### src/design/assert_macros.svh
// Assertion macros for the quaternion ALU modules; qalu_final uses them.
`ifndef ASSERT_MACROS_SVH
`define ASSERT_MACROS_SVH

`ifndef SYNTH

// cond must hold at every clock edge out of reset
`define ASSERT_ALWAYS(lbl, clk, rstn, cond, msg) \
    lbl: assert property (@(posedge clk) disable iff (!rstn) (cond)) else $error(msg);

// cons must hold in the same cycle as ante
`define ASSERT_IMPLIES(lbl, clk, rstn, ante, cons, msg) \
    lbl: assert property (@(posedge clk) disable iff (!rstn) (ante) |-> (cons)) else $error(msg);

// cons must hold in the cycle after ante
`define ASSERT_NEXT(lbl, clk, rstn, ante, cons, msg) \
    lbl: assert property (@(posedge clk) disable iff (!rstn) (ante) |=> (cons)) else $error(msg);

`else

`define ASSERT_ALWAYS(lbl, clk, rstn, cond, msg)
`define ASSERT_IMPLIES(lbl, clk, rstn, ante, cons, msg)
`define ASSERT_NEXT(lbl, clk, rstn, ante, cons, msg)

`endif

`endif

### src/design/qalu_pkg.sv
// Types, constants and helper functions of the quaternion ALU.
`timescale 1ns / 1ps
`default_nettype none

package qalu_pkg;

    localparam int WORD_BITS  = 32;
    localparam int FRAC_BITS  = 16;
    localparam int PROD_W     = 2 * WORD_BITS;
    localparam int SQ_W       = PROD_W - 1;
    localparam int HAM_W      = PROD_W + 2;
    localparam int N2_W       = PROD_W + 1;
    localparam int DEN_W      = N2_W;
    localparam int NUM_W      = HAM_W + FRAC_BITS;
    localparam int QUO_W      = WORD_BITS;
    localparam int DIV_STEPS  = QUO_W;
    localparam int SQ_IN_W    = 2 * ((N2_W + 1) / 2);
    localparam int ROOT_W     = SQ_IN_W / 2;
    localparam int SQ_REM_W   = ROOT_W + 3;
    localparam int PIPE_STEPS = (ROOT_W > DIV_STEPS) ? ROOT_W : DIV_STEPS;

    typedef logic signed [WORD_BITS-1:0] word_t;

    localparam word_t WORD_MAX = {1'b0, {(WORD_BITS-1){1'b1}}};
    localparam word_t WORD_MIN = {1'b1, {(WORD_BITS-1){1'b0}}};

    typedef enum logic [3:0] {
        OP_ADD       = 4'd0,
        OP_SUB       = 4'd1,
        OP_MUL       = 4'd2,
        OP_DIV       = 4'd3,
        OP_CONJ      = 4'd4,
        OP_NEG       = 4'd5,
        OP_NORM2     = 4'd6,
        OP_NORM      = 4'd7,
        OP_ADDREAL   = 4'd8,
        OP_SUBREAL   = 4'd9,
        OP_SCALE     = 4'd10,
        OP_DIVSCALAR = 4'd11,
        OP_EQUAL     = 4'd12
    } op_t;

    typedef enum logic [1:0] {
        K_DIRECT = 2'd0,
        K_DIV    = 2'd1,
        K_SQRT   = 2'd2
    } kind_t;

    typedef struct packed {
        op_t         op;
        word_t [3:0] a;
        word_t [3:0] b;
    } in_item_t;

    typedef struct packed {
        word_t [3:0] res;
        logic        eq;
        logic        dz;
        logic        ov;
    } result_t;

    typedef struct packed {
        op_t                        op;
        word_t [3:0]                a;
        word_t [3:0]                b;
        logic [3:0][3:0][PROD_W-1:0] p;
        logic [3:0][SQ_W-1:0]       sqa;
        logic [3:0][SQ_W-1:0]       sqb;
    } prod_t;

    typedef struct packed {
        kind_t                   kind;
        result_t                 direct;
        logic [3:0]              neg;
        logic [3:0]              big;
        logic [3:0][QUO_W-1:0]   nlo;
        logic [3:0][DEN_W-1:0]   rem;
        logic [3:0][QUO_W-1:0]   quo;
        logic [DEN_W-1:0]        den;
        logic [SQ_IN_W-1:0]      rad;
        logic [ROOT_W-1:0]       root;
        logic [SQ_REM_W-1:0]     srem;
    } ds_t;

    typedef struct packed {
        logic  ov;
        word_t val;
    } sat_t;

    function automatic logic signed [PROD_W-1:0] smul(input word_t x, input word_t y);
        return PROD_W'(x) * PROD_W'(y);
    endfunction

    // clamp a wide signed value to the word range
    function automatic sat_t sat_wide(input logic signed [NUM_W-1:0] v);
        sat_t r;
        r.ov  = !((&v[NUM_W-1:WORD_BITS-1]) || !(|v[NUM_W-1:WORD_BITS-1]));
        r.val = r.ov ? (v[NUM_W-1] ? WORD_MIN : WORD_MAX) : v[WORD_BITS-1:0];
        return r;
    endfunction

endpackage

`default_nettype wire

### src/design/qalu_final.sv
// Output stage: sign and saturation of quotient and root, result register.
`timescale 1ns / 1ps
`default_nettype none
`include "assert_macros.svh"

module qalu_final import qalu_pkg::*; (
    input  wire logic aclk,
    input  wire logic aresetn,
    input  wire logic in_valid,
    output logic      in_ready,
    input  wire ds_t  in_data,
    output logic      out_valid,
    input  wire logic out_ready,
    output result_t   out_data
);

    logic    out_valid_reg;
    result_t res_reg;
    result_t res_next;
    logic    lane_ov [4];

    assign in_ready  = !out_valid_reg || out_ready;
    assign out_valid = out_valid_reg;
    assign out_data  = res_reg;

    always_comb begin
        res_next = in_data.direct;
        for (int l = 0; l < 4; l++) begin
            lane_ov[l] = 1'b0;
        end
        unique case (in_data.kind)
            K_DIV: begin
                for (int l = 0; l < 4; l++) begin
                    lane_ov[l] = in_data.big[l]
                        || (!in_data.neg[l] && in_data.quo[l][QUO_W-1])
                        || (in_data.neg[l] && in_data.quo[l][QUO_W-1]
                            && (|in_data.quo[l][QUO_W-2:0]));
                    if (lane_ov[l]) begin
                        res_next.res[l] = in_data.neg[l] ? WORD_MIN : WORD_MAX;
                    end else begin
                        res_next.res[l] = in_data.neg[l] ? WORD_BITS'(~in_data.quo[l] + 1'b1)
                                                         : WORD_BITS'(in_data.quo[l]);
                    end
                end
                res_next.ov = lane_ov[0] | lane_ov[1] | lane_ov[2] | lane_ov[3];
            end
            K_SQRT: begin
                res_next.res = '0;
                res_next.ov  = |in_data.root[ROOT_W-1:WORD_BITS-1];
                res_next.res[0] = res_next.ov ? WORD_MAX : WORD_BITS'(in_data.root);
            end
            default: begin
            end
        endcase
    end

    always_ff @(posedge aclk) begin
        if (!aresetn) begin
            out_valid_reg <= 1'b0;
        end else if (in_ready) begin
            out_valid_reg <= in_valid;
        end
    end

    always_ff @(posedge aclk) begin
        if (in_ready && in_valid) begin
            res_reg <= res_next;
        end
    end

    `ASSERT_ALWAYS(a_dz_no_ov, aclk, aresetn, !(out_valid_reg && res_reg.dz && res_reg.ov), "divide error with overflow")
    `ASSERT_IMPLIES(a_dz_zero, aclk, aresetn, out_valid_reg && res_reg.dz, res_reg.res == '0, "divide error with nonzero result")
    `ASSERT_IMPLIES(a_eq_zero, aclk, aresetn, out_valid_reg && res_reg.eq, res_reg.res == '0, "equal test with nonzero result")
    `ASSERT_NEXT(a_load, aclk, aresetn, in_valid && in_ready, out_valid_reg, "accepted beat not registered")

endmodule

`default_nettype wire

### config.mk
export PLATFORM = sky130hd
export DESIGN_NAME = qalu_final
export DESIGN_NICKNAME = d
export VERILOG_FILES = /design/src/design/qalu_pkg.sv /design/src/design/qalu_final.sv
export VERILOG_INCLUDE_DIRS = /design/src /design/src/design
export SDC_FILE = /design/constraint.sdc
export NUM_CORES = 1
export LEC_CHECK = 0
export CAP_MARGIN = 20
export CORE_AREA = 2 2 389 391
export CTS_BUF_LIST = sky130_fd_sc_hd__clkbuf_8
export DETAILED_ROUTE_END_ITERATION = 6
export DIE_AREA = 0 0 391 393
export DONT_BUFFER_PORTS = 1
export GPL_TIMING_DRIVEN = 0
export SETUP_SLACK_MARGIN = 0.4
export SLEW_MARGIN = 20
export SYNTH_ARGS = -nofsm -noshare
export SYNTH_HDL_FRONTEND = slang
export SYNTH_SLANG_ARGS = --single-unit
### constraint.sdc
create_clock -name aclk -period 10.3 [get_ports aclk]
set_input_delay 0.515 -clock aclk [delete_from_list [all_inputs] [get_ports aclk]]
set_output_delay 0.515 -clock aclk [all_outputs]
set_load 0.05 [all_outputs]
==> impl_metrics.ini, run 1 <==
[timing]
tightest_slew_ps = 1350
maxSlewHeadroom_pct = 10.0
finalCritPeriodShare_pct = 36.1
setup_viol = 0
finClkSkew_ps = 15.5
rsz0062_at_grt = no
worst_hold_slack_ps = 111
period_minus_slack_ps = 3720
fin_ws_ps = 6580
hold_viol = 0
timing.fmax_mhz = 269
drv_slew = 0
tns_ps = 0

[worst_setup_path]
worst-endpoint-arrival_ps = 4040
path_max_fanout = 10
critPathCapture = out_data[56]
cp_num_cells = 9
r2r_start = out_valid
crit_family = simple AND/OR/NAND/NOR gates
cpPeakStageDelay_ps = 830
crit_chain = inv_1 > ha_1 > nor3b_1 > nand4_1 > nor4_4 > a31o_2 > nand2_1 > buf_2 > o211ai_1
startpoint_type = primary input
end_kind = register
required_ps = 10620
worst-path-buf-inv = 2
worstSetupPathType = primary input to register
reg2regPathDepth = 5
ff2ff_setup_slack_ps = 7710
r2r_end = out_data[29]
startpoint = in_data[232]
cpMaxStageDelayCell = nor3b_1

[die]
io_pins = 994
initial_utilization_pct = 6.70
fp-row-count = 142
die_w_microns = 391
die_y_microns = 393
dieArea_sq_mm = 0.154
core_area_sq_mm = 0.149

[clock_tree]
cts-buffers-inserted = 17
worstSkewPairLatency_ps = 540
postCtsSetupRepairBufs = 0
cts_buffer_depth = 2
cts_sinks = 132
clock-root-buffer = clkbuf_8
cts_resized = 0
cts_tree = done
clk_pin_slew_ps = 90
cts_max_level = 4

[placement]
place_congestion = 0.932
io_buffers = 0
dp_hpwl_mm = 69.8
place_area_sq_mm = 0.0125
place_ws_ps = 6110

[detailed_routing]
drc_errors = 7
drtIter0Drc = 1323
drtAntennaViolNets = 0
viasPerCell = 3.35
first_pass_iters = 7
routed_wl_mm = 81.5
wl_per_cell_microns = 25.8
vias = 10573

[yosys]
syn_area_sq_mm = 0.0100
ys.flop_type = edfxtp_1
syn_avg_cell_area_sq_um = 8.77
synthDistinctLibCells = 72
yosysSeqAreaShare_pct = 39.6
synthArstFlopShare_pct = 0
ys_ff_latch = 132
synth_edf_count = 131
synth_warnings = 0
synth_nets = 2007
synth_cells = 1140

[finish]
area_growth_syn_to_layout_pct = 30.7
multiInputGateArea_sq_mm = 0.00565
fill_cells = 17476
fin_nets = 2031
regArea_sq_mm = 0.00395
drive_gt1_share_pct = 7.57
largest_reg_flops = 131
design_area_sq_mm = 0.0131

[global_routing]
grt.overflow.total = 0
antenna_found_initial = 47
grt_max_degree = 50
grt_pass1_wl_mm = 101
grt_pass1_vias = 9963
grt_usage_pct = 10.2

[status]
violations = DRC
run_status = finished, violations left

[pwr]
cellLeakagePower_nw = 3.70
p_per_area_mw_per_mm2 = 130
p_total_w = 0.00169
vdd_drop_max_mv = 0.116

[hold_path]
min_path_type = primary input to register

[run]
drv_cap = 0
[cell type report]
type                    count  area share (%)
diodes                     35           0.670
plain buffers              81            2.57
clock buffers              17            1.79
clock inverters            14            1.43
inverters                  23           0.661
multi-input cells         904            43.2
flip-flops and latches    132            30.3
well taps                1944            18.6
repair buffers              5           0.785
[per-stage QoR]
stage	util (%)	instances
after floorplan	-	1140
after global placement	8.33	3084
after detailed placement	8.39	3087
after CTS	8.69	3120
after global routing	8.70	3126
final	8.75	3155
[worst register-to-register path: cells and delay by family (launching register included)]
kind                   cells  cell delay (ps)
buffers and inverters      3              760
DFF                        1              680
and+or+nand+nor            2              850
[cell usage in the layout, fill, tap and decap left out, drive strengths merged, types with 13 or more instances in the layout]
cell and n:
clkbuf 83, nand2b 14, nand4 16, o211ai 29
nand2 107, a31oi 14, nor3 43, o21ai 98
inv 26, or3 17, a22o 23, diode 35
nor4 22, o31ai 22, a2bb2oi 17, nand3 13
a21oi 90, buf 18, a211oi 13, xor2 43
edfxtp 131, or4 19, a21o 21, nor2 111
[layer usage]
layer  routed length [microns]  vias up  global-route usage, %
met5                       218        -                      0
met4                      3360       34                   4.37
met3                     14200      134                   7.36
met2                     31100      836                   13.5
met1                     32600     5063                   12.3
li1                          -     4506                      -
[worst min-delay path by stage]
stage,startpoint,to,depth (start not counted)
floorplan,in_data[725],out_data[1],0
global placement,in_data[725],out_data[1],0
detailed placement,in_data[725],out_data[1],0
CTS,in_valid,out_valid,2
global route,aresetn,out_valid,1
finish,in_valid,out_valid,2
[cell usage after synthesis (14+ instances only)]
library cell	count	share of area, %
or4_1	16	1.2
nand2b_1	14	0.88
nand2_1	107	4.0
xor2_1	43	3.8
edfxtp_1	131	39
nor4_1	18	1.1
inv_1	22	0.83
a22o_1	23	2.0
a31oi_1	14	0.88
or3_1	16	1.0
nor3_1	43	2.2
a21o_1	21	1.6
a2bb2oi_1	17	1.5
nor2_1	111	4.2
o31ai_1	21	1.6
clkbuf_1	66	2.5
o211ai_1	29	2.2
nand4_1	16	1.0
a21oi_1	89	4.5
o21ai_0	97	4.9
[kinds of logic after synthesis]
logic type / count (synthesis) / synth area share (%)
and+or+nand+nor: 420 / 21.5
AOI/OAI and AO/OA: 404 / 27.2
DFF: 132 / 39.6
buffers and inverters: 104 / 4.12
xor gates and xnor gates: 55 / 4.82
muxes: 19 / 2.00
adders and majority gates: 6 / 0.751
[timing repair]
item | 4_1_cts | 5_1_grt
hold endpoints to repair | 2 | 0
setup endpoints to repair | 0 | 0
hold buffers | 2 | 0
[where the power goes]
group	internal, W	total, W	switching [W]
logic	0.0000987	0.000311	0.000213
clock network	0.000261	0.000518	0.000257
registers	0.000659	0.000865	0.000206
total	0.00102	0.00169	0.000676
(Power assumes the default switching activity.)
==> run 2, diff against run 1 <==
clock period = 3.7 ns   (was 10.3 ns; I/O delays follow)
==> run 2 against run 1 <==
Against the previous run: the flow now finishes without violations; clock power rose to 2.5 times the previous value; clock-buffer cell count did not move; clock skew rose by 5.2 ps; utilization increased by 1.4 points; highest routed layer unchanged.
==> impl_metrics.ini, run 2 (synthesized netlist as in run 1, its figures left out) <==
[status]
run_status = completed

[finish]
fin_nets = 2248
final-instance-count-excl-fill = 3357
largest_reg_flops = 131
layout_common_cells = 217 x dlygate4sd3_1, 131 x edfxtp_1, 111 x nor2_1
fill_cells = 17242
area_growth_syn_to_layout_pct = 51.6
layout_commonest_cell = dlygate4sd3_1
design_area_sq_mm = 0.0152
drive_gt1_share_pct = 6.89

[worst_setup_path]
required_ps = 4140
startpoint_type = primary input
r2r_start = out_valid
end_kind = register
worst-endpoint-arrival_ps = 3700
reg2regPathDepth = 4
path_max_fanout = 9
worstSetupPathType = primary input to register
crit_chain = or4_4 > or4_1 > buf_2 > nor3_1 > a21oi_1 > a21oi_4 > a32o_1 > dlygate4sd3_1
startpoint = in_data[313]
cpPeakStageDelay_ps = 730
cpMaxStageDelayCell = a21oi_4
worst-path-buf-inv = 2
crit_family = compound AO/OA/AOI/OAI gates
cp_num_cells = 8

[timing]
hold_viol = 0
finClkSkew_ps = 20.7
drv_slew = 0
period_minus_slack_ps = 3260
tightest_slew_ps = 1100
setup_viol = 0
timing.fmax_mhz = 307
tns_ps = 0
rsz0062_at_grt = yes
maxSlewHeadroom_pct = 26.4
finalCritPeriodShare_pct = 88.1

[pwr]
pwr-share-clk_pct = 26.9
p_comb_share_pct = 24.0
vdd_drop_max_mv = 0.328
p_total_w = 0.00490
power_switching_w = 0.00205
p_per_area_mw_per_mm2 = 324
p_sw_share_pct = 41.8
cellLeakagePower_nw = 4.62
p_int_w = 0.00286
pwr-share-seq_pct = 49.1

[detailed_routing]
routed_wl_mm = 85.0
drtIter0Drc = 1286
vias = 11689
top_layer = met5
wl_met3_mm = 12.3
viasPerCell = 3.48
drc_errors = 0
wl_met1_mm = 35.9
drtAntennaViolNets = 0
first_pass_iters = 7
wl_per_cell_microns = 25.3
met2_length_mm = 31.2

[clock_tree]
postCtsSetupRepairBufs = 0
cts_max_level = 4
cts-buffers-inserted = 17
cts_sinks = 132
clk_pin_slew_ps = 110
cts_buffer_depth = 2
cts_tree = done
worstSkewPairLatency_ps = 550
clock-root-buffer = clkbuf_8

[global_routing]
grt_usage_pct = 10.6
antenna_found_initial = 53
grt.overflow.total = 0
grt_pass1_vias = 11170
grt_max_degree = 44
grt_pass1_wl_mm = 107

[die]
die_w_microns = 391
io_pins = 994
core_area_sq_mm = 0.149
die_y_microns = 393
fp-row-count = 142
initial_utilization_pct = 6.70
dieArea_sq_mm = 0.154

[placement]
place_area_sq_mm = 0.0125
dpl.cell_count = 3088
dp_hpwl_mm = 70.5
place_congestion = 0.927
io_buffers = 0

[run]
drv_cap = 0

[hold_path]
min_path_type = primary input to register
worstHoldStart = in_data[252]
min_path_cells = 3
[run 2: cell types whose count changed in the layout (fill, tap and decap cells not counted), sizes merged]
cell | previous run | this run
buf | 18 | 20
bufinv | 4 | 1
clkinvlp | 2 | 4
diode | 35 | 19
dlygate4sd3 | 2 | 217
inv | 26 | 28
[run 2: stage by stage]
stage               setup slack, ps  util (%)  hold WS [ps]
CTS                             452      10.1         0.107
finish                          440      10.2          60.2
global route                    395      10.1          13.7
global placement               -623      8.33           286
detailed placement             -185      8.39           286
floorplan                       570         -           284
[run 2: worst paths after layout]
check / to / slack [ps]
worst max-delay path: out_data[125] / 440
worst max register to register: out_data[12] / 1110
worst min-delay path: out_data[55] / 60
worst min register to register: out_data[102] / 1790
[run 2: worst min-delay path, cell delays in order]
cell and delay [ps]:
nor3b_1 30, a21oi_1 110, o211ai_1 90
[run 2: area by class of cell]
cell class                      instances  area, sq um  share of cell area [%]
Antenna cell                           19         47.5                   0.314
Buffer                                 81          335                    2.21
Clock buffer                           17          234                    1.54
Clock inverter                         15          136                   0.900
Inverter                               23         86.3                   0.570
Multi-Input combinational cell        904         5660                    37.4
Sequential cell                       132         3950                    26.1
Tap cell                             1944         2430                    16.1
Timing Repair Buffer                  222         2270                    15.0
[run 2: metal layers]
metal  vias to the layer above  global-route usage, %
li1                       4909                      -
met1                      5504                   13.8
met2                      1049                   13.8
met3                       201                   5.66
met4                        26                   5.71
met5                         -                      0
[run 2: what timing repair did]
item | 4_1_cts | 5_1_grt
hold buffers | 217 | 0
hold endpoints to repair | 131 | 0
setup endpoints to repair | 1 | 28
gates resized for setup | 1 | 3
[run 2: power groups by stage]
stage          logic [W]  registers, W  clock network, W
2_1_floorplan   0.000511       0.00236                 0
3_3_place_gp    0.000840       0.00246                 0
3_5_place_dp    0.000866       0.00244                 0
4_1_cts          0.00116       0.00241           0.00136
5_1_grt          0.00125       0.00242           0.00140
6_report         0.00118       0.00241           0.00132
